## config.mk

```make
export PLATFORM = sky130hd
export DESIGN_NAME = wcum_ctrl
export DESIGN_NICKNAME = d
export VERILOG_FILES = /design/src/rtl/wcum_pkg.sv /design/src/rtl/wcum_ctrl.sv
export SDC_FILE = /design/constraint.sdc
export NUM_CORES = 1
export LEC_CHECK = 0
export BUFFER_PORTS_ARGS = -buffer_cell sky130_fd_sc_hd__buf_2
export CORE_ASPECT_RATIO = 0.6
export CORE_MARGIN = 8
export CORE_UTILIZATION = 30
export DETAILED_ROUTE_END_ITERATION = 8
export SETUP_SLACK_MARGIN = 0.1
export SYNTH_ARGS = -nofsm -noshare
export SYNTH_HDL_FRONTEND = slang
export SYNTH_SLANG_ARGS = --single-unit
```

## constraint.sdc

```tcl
create_clock -name clk -period 2.1 [get_ports clk]
set_input_delay 0.105 -clock clk [delete_from_list [all_inputs] [get_ports clk]]
set_output_delay 0.105 -clock clk [all_outputs]
set_load 0.05 [all_outputs]
```

## src/rtl/wcum_pkg.sv

```systemverilog
`timescale 1ns / 1ps

package wcum_pkg;

	localparam int TIME_W   = 64;
	localparam int INDEX_W  = 4;
	localparam int WLEN_W   = 5;
	localparam int USAGE_W  = 14;
	localparam int STATUS_W = 2;
	localparam int SNAP_W   = 5 * TIME_W;
	// busy and total are sums of up to four 64-bit deltas
	localparam int SUM_W    = TIME_W + 2;
	// busy * 10000 stays below 2^80
	localparam int NUM_W    = SUM_W + USAGE_W;

	localparam logic [WLEN_W-1:0] WLEN_RESET = 5'd16;

	localparam logic OP_ADD   = 1'b0;
	localparam logic OP_QUERY = 1'b1;

	// 10000 = 2^13 + 2^10 + 2^9 + 2^8 + 2^4
	localparam int MUL_STEPS = 5;
	localparam int DIV_STEPS = USAGE_W;
	localparam int STEP_W    = 4;

	typedef enum logic [STATUS_W-1:0] {
		STATUS_OK         = 2'd0,
		STATUS_BAD_POS    = 2'd1,
		STATUS_ZERO_TOTAL = 2'd2
	} wcum_status_t;

	typedef enum logic [3:0] {
		ST_IDLE,
		ST_CHECK,
		ST_RD_B,
		ST_DIFF,
		ST_SUM1,
		ST_SUM2,
		ST_SUM3,
		ST_MUL,
		ST_DIV,
		ST_OUT
	} wcum_state_t;

	typedef struct packed {
		logic               accept;
		logic               rd_b;
		logic               cap_a;
		logic               diff;
		logic               sum1;
		logic               sum2;
		logic               sum3;
		logic               mul;
		logic               div;
		logic [STEP_W-1:0]  step;
		logic               load_out;
		wcum_status_t       res_status;
	} wcum_cmd_t;

	typedef struct packed {
		logic pos_ok;
		logic total_zero;
	} wcum_stat_t;

	function automatic logic [3:0] mul_shift(input logic [STEP_W-1:0] step);
		logic [3:0] sh;
		case (step)
			4'd0:    sh = 4'd13;
			4'd1:    sh = 4'd10;
			4'd2:    sh = 4'd9;
			4'd3:    sh = 4'd8;
			default: sh = 4'd4;
		endcase
		return sh;
	endfunction

endpackage

```

## src/rtl/wcum_ctrl.sv

```systemverilog
`timescale 1ns / 1ps

module wcum_ctrl (
	input  logic                 clk,
	input  logic                 arst_n,
	input  logic                 req_valid,
	output logic                 req_ready,
	output logic                 rsp_valid,
	input  logic                 rsp_ready,
	input  wcum_pkg::wcum_stat_t stat,
	output wcum_pkg::wcum_cmd_t  cmd
);
	import wcum_pkg::*;

	wcum_state_t       state_q, state_d;
	wcum_status_t      code_q, code_d;
	logic [STEP_W-1:0] cnt_q, cnt_d;
	logic              rsp_valid_q, rsp_valid_d;

	always_ff @(posedge clk or negedge arst_n) begin
		if (!arst_n) begin
			state_q     <= ST_IDLE;
			code_q      <= STATUS_OK;
			cnt_q       <= '0;
			rsp_valid_q <= 1'b0;
		end else begin
			state_q     <= state_d;
			code_q      <= code_d;
			cnt_q       <= cnt_d;
			rsp_valid_q <= rsp_valid_d;
		end
	end

	always_comb begin
		state_d        = state_q;
		code_d         = code_q;
		cnt_d          = cnt_q;
		cmd            = '0;
		cmd.step       = cnt_q;
		cmd.res_status = code_q;
		req_ready      = 1'b0;

		case (state_q)
			ST_IDLE: begin
				req_ready = 1'b1;
				if (req_valid) begin
					cmd.accept = 1'b1;
					state_d    = ST_CHECK;
				end
			end
			ST_CHECK: begin
				// first read address goes out here when positions are good
				if (stat.pos_ok) begin
					code_d  = STATUS_OK;
					state_d = ST_RD_B;
				end else begin
					code_d  = STATUS_BAD_POS;
					state_d = ST_OUT;
				end
			end
			ST_RD_B: begin
				cmd.rd_b  = 1'b1;
				cmd.cap_a = 1'b1;
				state_d   = ST_DIFF;
			end
			ST_DIFF: begin
				cmd.diff = 1'b1;
				state_d  = ST_SUM1;
			end
			ST_SUM1: begin
				cmd.sum1 = 1'b1;
				state_d  = ST_SUM2;
			end
			ST_SUM2: begin
				cmd.sum2 = 1'b1;
				state_d  = ST_SUM3;
			end
			ST_SUM3: begin
				cmd.sum3 = 1'b1;
				cnt_d    = '0;
				state_d  = ST_MUL;
			end
			ST_MUL: begin
				if (stat.total_zero) begin
					code_d  = STATUS_ZERO_TOTAL;
					cnt_d   = '0;
					state_d = ST_OUT;
				end else begin
					cmd.mul = 1'b1;
					if (cnt_q == STEP_W'(MUL_STEPS - 1)) begin
						cnt_d   = '0;
						state_d = ST_DIV;
					end else begin
						cnt_d = cnt_q + 1'b1;
					end
				end
			end
			ST_DIV: begin
				cmd.div = 1'b1;
				if (cnt_q == STEP_W'(DIV_STEPS - 1)) begin
					cnt_d   = '0;
					state_d = ST_OUT;
				end else begin
					cnt_d = cnt_q + 1'b1;
				end
			end
			ST_OUT: begin
				if (!rsp_valid_q || rsp_ready) begin
					cmd.load_out = 1'b1;
					state_d      = ST_IDLE;
				end
			end
			default: begin
				state_d = ST_IDLE;
			end
		endcase
	end

	always_comb begin
		rsp_valid_d = rsp_valid_q;
		if (cmd.load_out) begin
			rsp_valid_d = 1'b1;
		end else if (rsp_ready) begin
			rsp_valid_d = 1'b0;
		end
	end

	assign rsp_valid = rsp_valid_q;

endmodule

```

## After elaboration in Yosys (flattened, before gate mapping)

Cells that the tools add are included.

- Flip-flop bits (word level): 11
- Input bits: 6

- $add $sub $neg: 1
- Equal/unequal tests: 16
- Multiplexer cells: 29
- Reductions and logical operators: 8

Operators by type and width:

| operator | number |
|---|---|
| 4-bit one-hot mux with 10 select lines | 1 |
| 4-bit two-way mux | 9 |
| 4-bit by 3-bit == test with 1-bit output (second input constant) | 5 |
| 1-bit two-way mux | 15 |
| 4-bit == test (second input constant) | 3 |
| 4-bit one-hot mux with 3 select lines | 1 |
| 4-bit by 2-bit == test with 1-bit output (second input constant) | 2 |
| 2-bit inequality test (second input constant) | 4 |
| 4-bit by 1-bit adder with 4-bit output (second input constant) | 1 |
| 4-bit by 1-bit == test with 1-bit output (second input constant) | 1 |
| 4-bit zero test | 1 |
| 2-bit two-way mux | 2 |
| 2-bit one-hot mux with 2 select lines | 1 |
| 4-bit AND reduction | 1 |
| 2-bit nonzero test | 2 |
| 3-bit inequality test (second input constant) | 1 |
| 3-bit nonzero test | 1 |
| 2-bit AND reduction | 1 |
| 1-bit zero test | 1 |
| 1-bit logical OR | 1 |

## Longest topological paths before layout

Gate-level depths: netlist (run 1).

- Word-level depth: 5
- Depth in mapped cells: 6
- Gate-level depth less buffers: 6

## Worst setup path after synthesis (run 1)

OpenSTA, ideal clock, no wires.

- Path type: reg2out
- Start point: register state_q[1]
- End point: output port cmd[15] (netlist name)
- Arrival time: 2.778 ns
- Data required time: 1.995 ns
- Slack: -0.783 ns
- Cell stages (with the launch flop): 4
- Buffers on the path: 1
- Cell sequence: dfrtp_1 -> buf_4 -> nor4_1 -> and2_1

RTL lines:

| item | RTL line | text |
|---|---|---|
| start: declaration | wcum_ctrl.sv:15 | `wcum_state_t state_q, state_d;` |
| start signal: assignment | wcum_ctrl.sv:27 | `state_q <= state_d;` |
| end: declaration | wcum_ctrl.sv:11 | `output wcum_pkg::wcum_cmd_t cmd` |

==> results of run 1 <==
worst max-delay path, stage by stage (launching register included):
cell and delay (ps):
dfrtp_1 540, nand2b_1 270, or3_1 360, nor2b_1 110
buf_2 270
area by class of cell:
| class | count | area, um2 |
|---|---|---|
| clock buffers | 4 | 45.0 |
| flip-flops and latches | 11 | 275 |
| inverters | 5 | 18.8 |
| multi-input cells | 66 | 443 |
| fillers | 276 | 1540 |
| well taps | 32 | 40.0 |
| repair buffers | 24 | 125 |
path summary, 6_finish.rpt:
| check | depth (start not counted) | to | slack [ps] |
|---|---|---|---|
| worst max-delay path | 4 | cmd[2] | 200 |
| worst max register to register | 3 | cnt_q[2]$_DFFE_PN0P_ | 480 |
| max in group asynchronous | 2 | state_q[2]$_DFFE_PN0P_ | 1620 |
| min in group asynchronous | 2 | cnt_q[0]$_DFFE_PN0P_ | 270 |
| worst min-delay path | 2 | code_q[0]$_DFFE_PN0P_ | 130 |
| worst min register to register | 2 | code_q[1]$_DFFE_PN0P_ | 530 |
cells by family (layout without fill, tap and decap cells):
logic type	Yosys count	count (layout)
adders and majority gates	3	3
and+or+nand+nor	43	43
buffers and inverters	12	33
DFF	11	11
xor gates and xnor gates	2	2
muxes	1	1
AOI/OAI and AO/OA	17	17
where the power goes:
part	total (uW)	switching [uW]	internal [uW]
Clock	209	75.5	133
Combinational	927	654	273
Sequential	495	197	298
layout by cell type, fill, tap and decap left out, drive strengths merged, types with 3 or more instances in the layout:
cell type	n
buf	23
clkbuf	4
dfrtp	11
ha	3
inv	5
o21ai	8
nand2	10
nand3	5
nor2	7
nand2b	5
nor3	6
layer usage:
| layer | track usage [%] | wire length (um) | vias to the layer above | part of all wire, % |
|---|---|---|---|---|
| met5 | 0 | 0 | - | 0 |
| li1 | - | - | 357 | - |
| met2 | 13.0 | 847 | 15 | 44 |
| met4 | 2.24 | 8 | 0 | 0.41 |
| met3 | 4.52 | 115 | 2 | 5.9 |
| met1 | 11.6 | 963 | 329 | 50 |
synthesized netlist by cell type (all sizes together) (2+ instances only):
| library cell | count | area share, % |
|---|---|---|
| nand2 | 10 | 5.1 |
| a22o | 2 | 2.2 |
| o21ai | 8 | 5.1 |
| dfrtp | 11 | 35 |
| nor2 | 7 | 3.4 |
| nand3 | 5 | 3.2 |
| inv | 5 | 2.4 |
| nor3 | 6 | 4.5 |
| ha | 3 | 4.8 |
| buf | 7 | 7.3 |
| nand2b | 5 | 4.0 |
what timing repair did:
item,4_1_cts,5_1_grt
hold endpoints to repair,11,0
setup buffers,0,0
gates resized for setup,0,0
hold buffers,1,0
flip-flops by register name, indices dropped and copies added (netlist names):
register / flops
code_q: 2
rsp_valid: 1
cnt_q: 4
state_q: 4
metrics by stage:
stage / utilization [%] / hold slack, ps / instances / setup WS, ps
after detailed placement: 35.9 / -5.98 / 137 / 448
final: 38.1 / 133 / 142 / 200
after CTS: 38.1 / 117 / 142 / 185
after floorplan: - / -191 / 89 / -142
after global placement: 35.9 / -10.3 / 137 / 501
after global routing: 38.1 / 126 / 142 / 104
==> results.md, run 1 <==
* Status: finished clean
* Post-synth net total at 98
* Final Hold Vio Count at 0
* Final instance area at 947 um2
* Clock buffer depth at 2
* Total track usage at 9.05%
* Final TNS setup at 0 ps
* N_diodes at 0
* Core outline area at 2490 um2
* Seq/Total Area, Yosys at 35.1%
* Initial DRT Pass Iterations at 4
* Clock-pin slew of the registers on the worst-case setup and hold paths at 50 ps
* DP Wirelength at 1520 um
* Vias/cell at 4.95
* Post-Synth Adder-Cell Area at 4.79%
* Critical R2R Launch: state_q[2]$_DFFE_PN0P_
* Worst slew pin tran at 619 ps
* Max Cap Viol at 0
* Synth unique cells at 36
* Minimum clock period at 1900 ps
* Achievable clock frequency at 0.526 GHz
* Drt total wl at 1930 um
* Post-synthesis mux area share at 1.44%
* Mapped Cells at 89
* Area fraction in compound gates after synthesis at 15.3%
* Initial Util at 31.5%
* Post-DP Area at 892 um2
* Vias at 703
* Clock sink total at 11
* Worst-Skew Late Latency at 230 ps
* Post-route antenna net violation count at 0
* Critical Path RT at 2000 ps
* Root Driver: clkbuf_8
* Max rail drop VDD at 744 uV
* XOR/XNOR share of the synthesized area at 2.24%
* FF+latch count, synth at 11
* HP Class: input port to register
* GP Congestion at 0.883
* Initial antenna violation count at 0
* CTS tree: built
* Post-synth EDFFs at 0
* DRC at 0
* Final Cycle Share at 90.5%
* Syn Area/Cell at 8.80 um2
* Relative slew slack at 58.8%
* Global-route wire length before repair at 3160 um
* # nets final at 120
* # IOs at 24
* Power per cell area at 1720 nW/um2
* Row cnt at 14
* GRT overflow at 0
* Endpoints failing setup at 0
* Worst setup startpoint: state_q[1]$_DFFE_PN0P_
* Startpoint Class: register
* Final Power at 1630 uW
* Asr flop ratio synth at 100%
* Largest net degree at the start of global routing at 18
* Synth-to-Final Area Change at 20.9%
* Die ar. at 4560 um2
* Crit Path Max Fanout at 13
* Layout cell share with drive strength beyond 1 at 30.9%
* Hold Crit Start: stat[1]
* Drt wl/cell at 13.6 um
* H-Tree Depth at 1
* Num CTS Buffers at 3
* Main combinational cell family by area after synthesis: simple AND/OR/NAND/NOR gates
* Clock Skew at 2.16 ps
* I/O Buffers at 23
* Yosys warns at 0
* Detailed Route Iter0 Violations at 72
* Die X at 82.0 um
* Slew Viols, Final at 0
* CP endpoint kind: output port
* Synth Flop Type: dfrtp_1
* RSZ-0062 raised after global routing: false
* Synth Cell Area at 783 um2
* CP Class: register to output port
* Vias in the first global route at 639
* Chip Height at 55.6 um
* CP arrival at 1790 ps
* Post-Synth Simple-Gate Area at 31.3%
* Pleak at 0.000488 uW
No activity file was read; power rests on OpenSTA's default activity.
==> run 2, diff against run 1 <==
CTS_BUF_LIST = sky130_fd_sc_hd__clkbuf_8   (was default)
==> run 2 against run 1 <==
Routed wire length did not move. Critical endpoint unchanged. Die area unchanged. Global-route usage stayed put. Total power down 0.27%. Maximum frequency unchanged. Largest cell class unchanged.
==> results.md, run 2 (same netlist as run 1, synthesis figures left out) <==
* Status: finished clean
* Layout cell share with drive strength beyond 1 at 30.9% (unchanged)
* Worst setup endpoint: cmd[2]
* Achievable clock frequency at 0.526 GHz (unchanged)
* Total track usage at 9.05% (unchanged)
* N_diodes at 0 (unchanged)
* CP arrival at 1790 ps (about the same)
* HP Class: input port to register
* Power per cell area at 1720 nW/um2 (-0.27%)
* RSZ-0062 raised after global routing: false
* Vias in the first global route at 639 (unchanged)
* Initial Util at 31.5% (unchanged)
* Final TNS setup at 0 ps (unchanged)
* Detailed Route Iter0 Violations at 73 (+1.4%)
* DRC at 0 (unchanged)
* CTS tree: built
* Minimum clock period at 1900 ps (-0.00100 ps)
* Vias at 703 (unchanged)
* Postcts setup bufs at 0 (unchanged)
* Synth-to-Final Area Change at 20.9% (unchanged)
* R2R Path End: cnt_q[2]$_DFFE_PN0P_
* # fillers at 276 (unchanged)
* GRT overflow at 0 (unchanged)
* CP endpoint kind: output port
* Endpoints failing setup at 0 (unchanged)
* Startpoint Class: register
* Register-to-register path setup slack at 480 ps (about the same)
* Clock buffer depth at 2 (unchanged)
* Post-route antenna net violation count at 0 (unchanged)
* Most frequent cells in the layout: buf_2, dfrtp_1, nand2_1, o21ai_0, nor2_1
* Drt wl/cell at 13.6 um (unchanged)
* Slew Viols, Final at 0 (unchanged)
* Regs by FF count: cnt_q (4), state_q (4), code_q (2)
* Sequential Area at 275 um2 (unchanged)
* Worst setup startpoint: state_q[1]$_DFFE_PN0P_
* Global-route wire length before repair at 3160 um (unchanged)
* Drt total wl at 1930 um (unchanged)
* Largest net degree at the start of global routing at 18 (unchanged)
* Final Cycle Share at 90.5% (about the same)
* Clock Skew at 1.67 ps (-0.487 ps)
* Row cnt at 14 (unchanged)
* Non-filler cells, final at 142 (unchanged)
* Worst-case reg-to-reg path depth at 3 (unchanged)
* Die ar. at 4560 um2 (unchanged)
* H-Tree Depth at 1 (unchanged)
* Clock sink total at 11 (unchanged)
* Final Hold Vio Count at 0 (unchanged)
* Area occupied by multi-input gates at 443 um2 (unchanged)
* Vias/cell at 4.95 (unchanged)
* Crit Path Max Fanout at 13 (unchanged)
* Critical R2R Launch: state_q[2]$_DFFE_PN0P_
* Worst slew pin tran at 619 ps (-0.00912 ps)
* I/O Buffers at 23 (unchanged)
* Chip Height at 55.6 um (unchanged)
* Worst-Skew Late Latency at 230 ps (about the same)
* # nets final at 120 (unchanged)
* Max Cap Viol at 0 (unchanged)
* Num CTS Buffers at 3 (unchanged)
* GP Congestion at 0.883 (unchanged)
* Commonest non-fill, non-tap cell in the layout: buf_2
* CP Class: register to output port
* Placed instance count at 137 (unchanged)
* Clock-pin slew of the registers on the worst-case setup and hold paths at 50 ps (about the same)
* Max rail drop VDD at 744 uV (about the same)
* Root Driver: clkbuf_8
* Initial antenna violation count at 0 (unchanged)
* Die X at 82.0 um (unchanged)
* Relative slew slack at 58.8% (about the same)
* DP Wirelength at 1520 um (unchanged)
* Core outline area at 2490 um2 (unchanged)
* # IOs at 24 (unchanged)
* Initial DRT Pass Iterations at 4 (unchanged)
* Critical Path RT at 2000 ps (about the same)
* Pleak at 0.000492 uW (+0.85%)
run 2: repair_timing:
action                                 CTS  global route
hold buffers                             1             0
endpoints found under the hold margin   11             0
gates resized for setup                  0             0
run 2: layout make-up:
class / count / share of cell area (%)
Clock buffer: 3 / 4.36
Tap cell: 32 / 4.23
Sequential cell: 11 / 29.1
Clock inverter: 1 / 0.396
Inverter: 5 / 1.98
Timing Repair Buffer: 24 / 13.2
Multi-Input combinational cell: 66 / 46.8
run 2: routing by layer:
layer / up-vias / part of all wire (%) / global-route usage [%] / routed length [um]
li1: 357 / - / - / -
met1: 329 / 50 / 11.6 / 964
met2: 15 / 44 / 13.0 / 847
met3: 2 / 5.9 / 4.52 / 115
met4: 0 / 0.41 / 2.24 / 8
met5: - / 0 / 0 / 0
run 2: worst min path at each step:
stage	start	endpoint	slack (ps)	cells past startpoint
4_1_cts	stat[1]	code_q[0]$_DFFE_PN0P_	120	2
5_1_grt	stat[1]	code_q[0]$_DFFE_PN0P_	130	2
3_5_place_dp	arst_n	cnt_q[2]$_DFFE_PN0P_	-6	1
3_3_place_gp	arst_n	cnt_q[2]$_DFFE_PN0P_	-10	1
2_1_floorplan	arst_n	cnt_q[0]$_DFFE_PN0P_	-190	0
6_report	stat[1]	code_q[0]$_DFFE_PN0P_	130	2
run 2: power breakdown:
part,internal [uW],switching [uW]
Sequential,298,197
Clock,128,76.0
Combinational,273,654
Total,699,927
run 2: worst max-delay path, stage by stage, from the launching register on:
cell	delay (ps)
dfrtp_1	540
nand2b_1	270
or3_1	360
nor2b_1	110
buf_2	270
run 2: stage by stage:
step / worst slack (ps) / util [%] / cell area (um2) / hold slack (ps) / total power [uW]
after floorplan: -142 / - / 795 / -191 / 1270
after global placement: 501 / 35.9 / 892 / -10.3 / 1420
after detailed placement: 448 / 35.9 / 892 / -5.98 / 1430
after CTS: 185 / 38.1 / 947 / 117 / 1640
after global routing: 104 / 38.1 / 947 / 126 / 1740
final: 200 / 38.1 / 947 / 133 / 1630
==> run 3, diff against run 2 <==
CELL_PAD_IN_SITES_DETAIL_PLACEMENT = 0   (was default)
CELL_PAD_IN_SITES_GLOBAL_PLACEMENT = 1   (was default)
PLACE_DENSITY_LB_ADDON = 0.1   (was default)
==> run 3 against run 2 <==
Critical path type unchanged. Count of clock-buffer cells in the layout stayed put. Core utilization up 0.15 points. Clock skew up 2.5 ps. Largest power group unchanged. Non-clock buffer count unchanged. Combinational power is essentially flat. Sequential power rose by 3%. Critical path depth unchanged. Via count decreased by 0.28%. Worst setup slack got worse by 5.1 ps. Die area unchanged.
==> results.md, run 3 (same netlist as run 1, synthesis figures left out) <==
* CP arrival at 1800 ps (about the same)
* GRT overflow at 0 (unchanged)
* Synth-to-Final Area Change at 21.4%
* Critical R2R Launch: state_q[2]$_DFFE_PN0P_
* Final Cycle Share at 90.7% (+0.24 points)
* Root Driver: clkbuf_8
* Clock network power share at 13.2% (+0.6 points)
* Switching Fraction at 57.4% (+0.40 points)
* Max Cap Viol at 0 (unchanged)
* Vias at 701 (-0.28%)
* Core outline area at 2490 um2 (unchanged)
* Global-route wire length before repair at 3430 um (+8.5%)
* I/O Buffers at 23 (unchanged)
* Initial antenna violation count at 0 (unchanged)
* Postcts setup bufs at 0 (unchanged)
* Clock sink total at 11 (unchanged)
* N_diodes at 0 (unchanged)
* Flop pwr share at 30.7% (+0.3 points)
* Drt wl/cell at 14.8 um (+8.3%)
* Most frequent cells in the layout: buf_2, nand2_1, dfrtp_1, o21ai_0, nor2_1
* Layout cell share with drive strength beyond 1 at 33.6% (+2.7 points)
* Largest net degree at the start of global routing at 18 (unchanged)
* HP Class: input port to register
* RSZ-0062 raised after global routing: false
* Worst setup startpoint: state_q[3]$_DFFE_PN0P_
* Final instance area at 951 um2 (+0.40%)
* Vias in the first global route at 639 (unchanged)
* Post-route antenna net violation count at 0 (unchanged)
* CTS tree: built
* Num CTS Buffers at 3 (unchanged)
* # nets final at 120 (unchanged)
* Power per cell area at 1740 nW/um2 (+1.2%)
* Startpoint Class: register
* Status: finished clean
* Worst-case reg-to-reg path depth at 3 (unchanged)
* Clock buffer depth at 2 (unchanged)
* Minimum clock period at 1900 ps (+5.09 ps)
* Clock-pin slew of the registers on the worst-case setup and hold paths at 60 ps (about the same)
* Die ar. at 4560 um2 (unchanged)
* # IOs at 24 (unchanged)
* Worst slew pin tran at 625 ps (+6.86 ps)
* Initial DRT Pass Iterations at 4 (unchanged)
* Total track usage at 9.68% (+0.64 points)
* GP Congestion at 0.797 (-9.7%)
* Achievable clock frequency at 0.525 GHz (-0.27%)
* Pleak at 0.000488 uW (-0.72%)
* Final Hold Vio Count at 0 (unchanged)
* CP endpoint kind: output port
* Combinational fraction of design power at 56.1% (-0.9 points)
* Regs by FF count: cnt_q (4), state_q (4), code_q (2)
* Slew Viols, Final at 0 (unchanged)
* CP Class: register to output port
* Relative slew slack at 58.3% (-0.46 points)
* Commonest non-fill, non-tap cell in the layout: buf_2
* Worst-Skew Late Latency at 240 ps (about the same)
* Endpoints failing setup at 0 (unchanged)
* DRC at 0 (unchanged)
* Register-to-register path setup slack at 490 ps (about the same)
* P_sw at 948 uW (+2.3%)
* Util after Layout at 38.2% (+0.15 points)
* Clock Skew at 4.19 ps (+2.52 ps)
* Crit Path Max Fanout at 13 (unchanged)
* Vias/cell at 4.94 (-0.28%)
* Chip Height at 55.6 um (unchanged)
* Int Power at 704 uW (+0.64%)
* Critical Path RT at 2000 ps (about the same)
* Initial Util at 31.5% (unchanged)
* R2R Path End: cnt_q[2]$_DFFE_PN0P_
* Detailed Route Iter0 Violations at 39 (-47%)
* H-Tree Depth at 1 (unchanged)
* Max rail drop VDD at 685 uV (-8.0%)
* Row cnt at 14 (unchanged)
* Drt total wl at 2100 um (+8.3%)
* Worst setup endpoint: cmd[2]
* DP Worst Slack at 422 ps (-25.7 ps)
* DP Wirelength at 1590 um (+4.7%)
* Post-DP Area at 892 um2 (unchanged)
* Die X at 82.0 um (unchanged)
* Setup WS post-layout at 195 ps (-5.09 ps)
==> run 3: changes by cell type in the layout (fill, tap and decap cells not counted), sizes merged <==
cell    change
clkinv      +1
inv         -1
==> run 3: power groups by stage <==
stage	registers [uW]	logic, uW	clock network (uW)
global route	530	1010	240
global placement	501	938	0
floorplan	555	718	0
CTS	501	936	222
detailed placement	503	924	0
finish	508	927	217
==> run 3: worst min-delay path by stage <==
stage,slack (ps),to,start,depth (start not counted)
global placement,4,cnt_q[2]$_DFFE_PN0P_,arst_n,1
finish,120,code_q[0]$_DFFE_PN0P_,stat[1],2
detailed placement,2,state_q[0]$_DFFE_PN0P_,arst_n,1
global route,130,code_q[0]$_DFFE_PN0P_,stat[1],2
CTS,110,code_q[0]$_DFFE_PN0P_,stat[1],2
floorplan,-190,cnt_q[0]$_DFFE_PN0P_,arst_n,0
==> run 3: worst max-delay path, cell delays in order (launching register included) <==
cell	delay, ps
dfrtp_1	620
inv_2	130
or3_1	430
nor2b_1	110
buf_2	260
==> run 3: final cells by class <==
cell class | instances | area [um2]
Tap cell | 32 | 40.0
Fill cell | 272 | 1540
Sequential cell | 11 | 278
Timing Repair Buffer | 24 | 125
Clock buffer | 3 | 41.3
Inverter | 5 | 18.8
Clock inverter | 1 | 5.00
Multi-Input combinational cell | 66 | 443
==> run 3: what timing repair did <==
action / 4_1_cts / 5_1_grt
gates resized for setup: 0 / 2
hold endpoints to repair: 11 / 0
hold buffers: 1 / 0
endpoints found under the setup margin: 0 / 1
==> run 3: per-stage QoR <==
| step | hold WS [ps] | TNS, ps | instances | power [uW] |
|---|---|---|---|---|
| floorplan | -191 | -142 | 89 | 1270 |
| global placement | 3.79 | 0 | 137 | 1440 |
| global route | 128 | 0 | 142 | 1780 |
| finish | 116 | 0 | 142 | 1650 |
| detailed placement | 1.83 | 0 | 137 | 1430 |
| CTS | 115 | 0 | 142 | 1660 |
==> run 3: routing by layer <==
metal	routed length, um	vias to the layer above	part of all wire (%)	global-route usage, %
met1	1090	335	52	13.7
met2	864	13	41	12.7
met4	0	0	0	1.49
met3	138	0	6.6	5.00
met5	0	-	0	0
li1	-	353	-	-
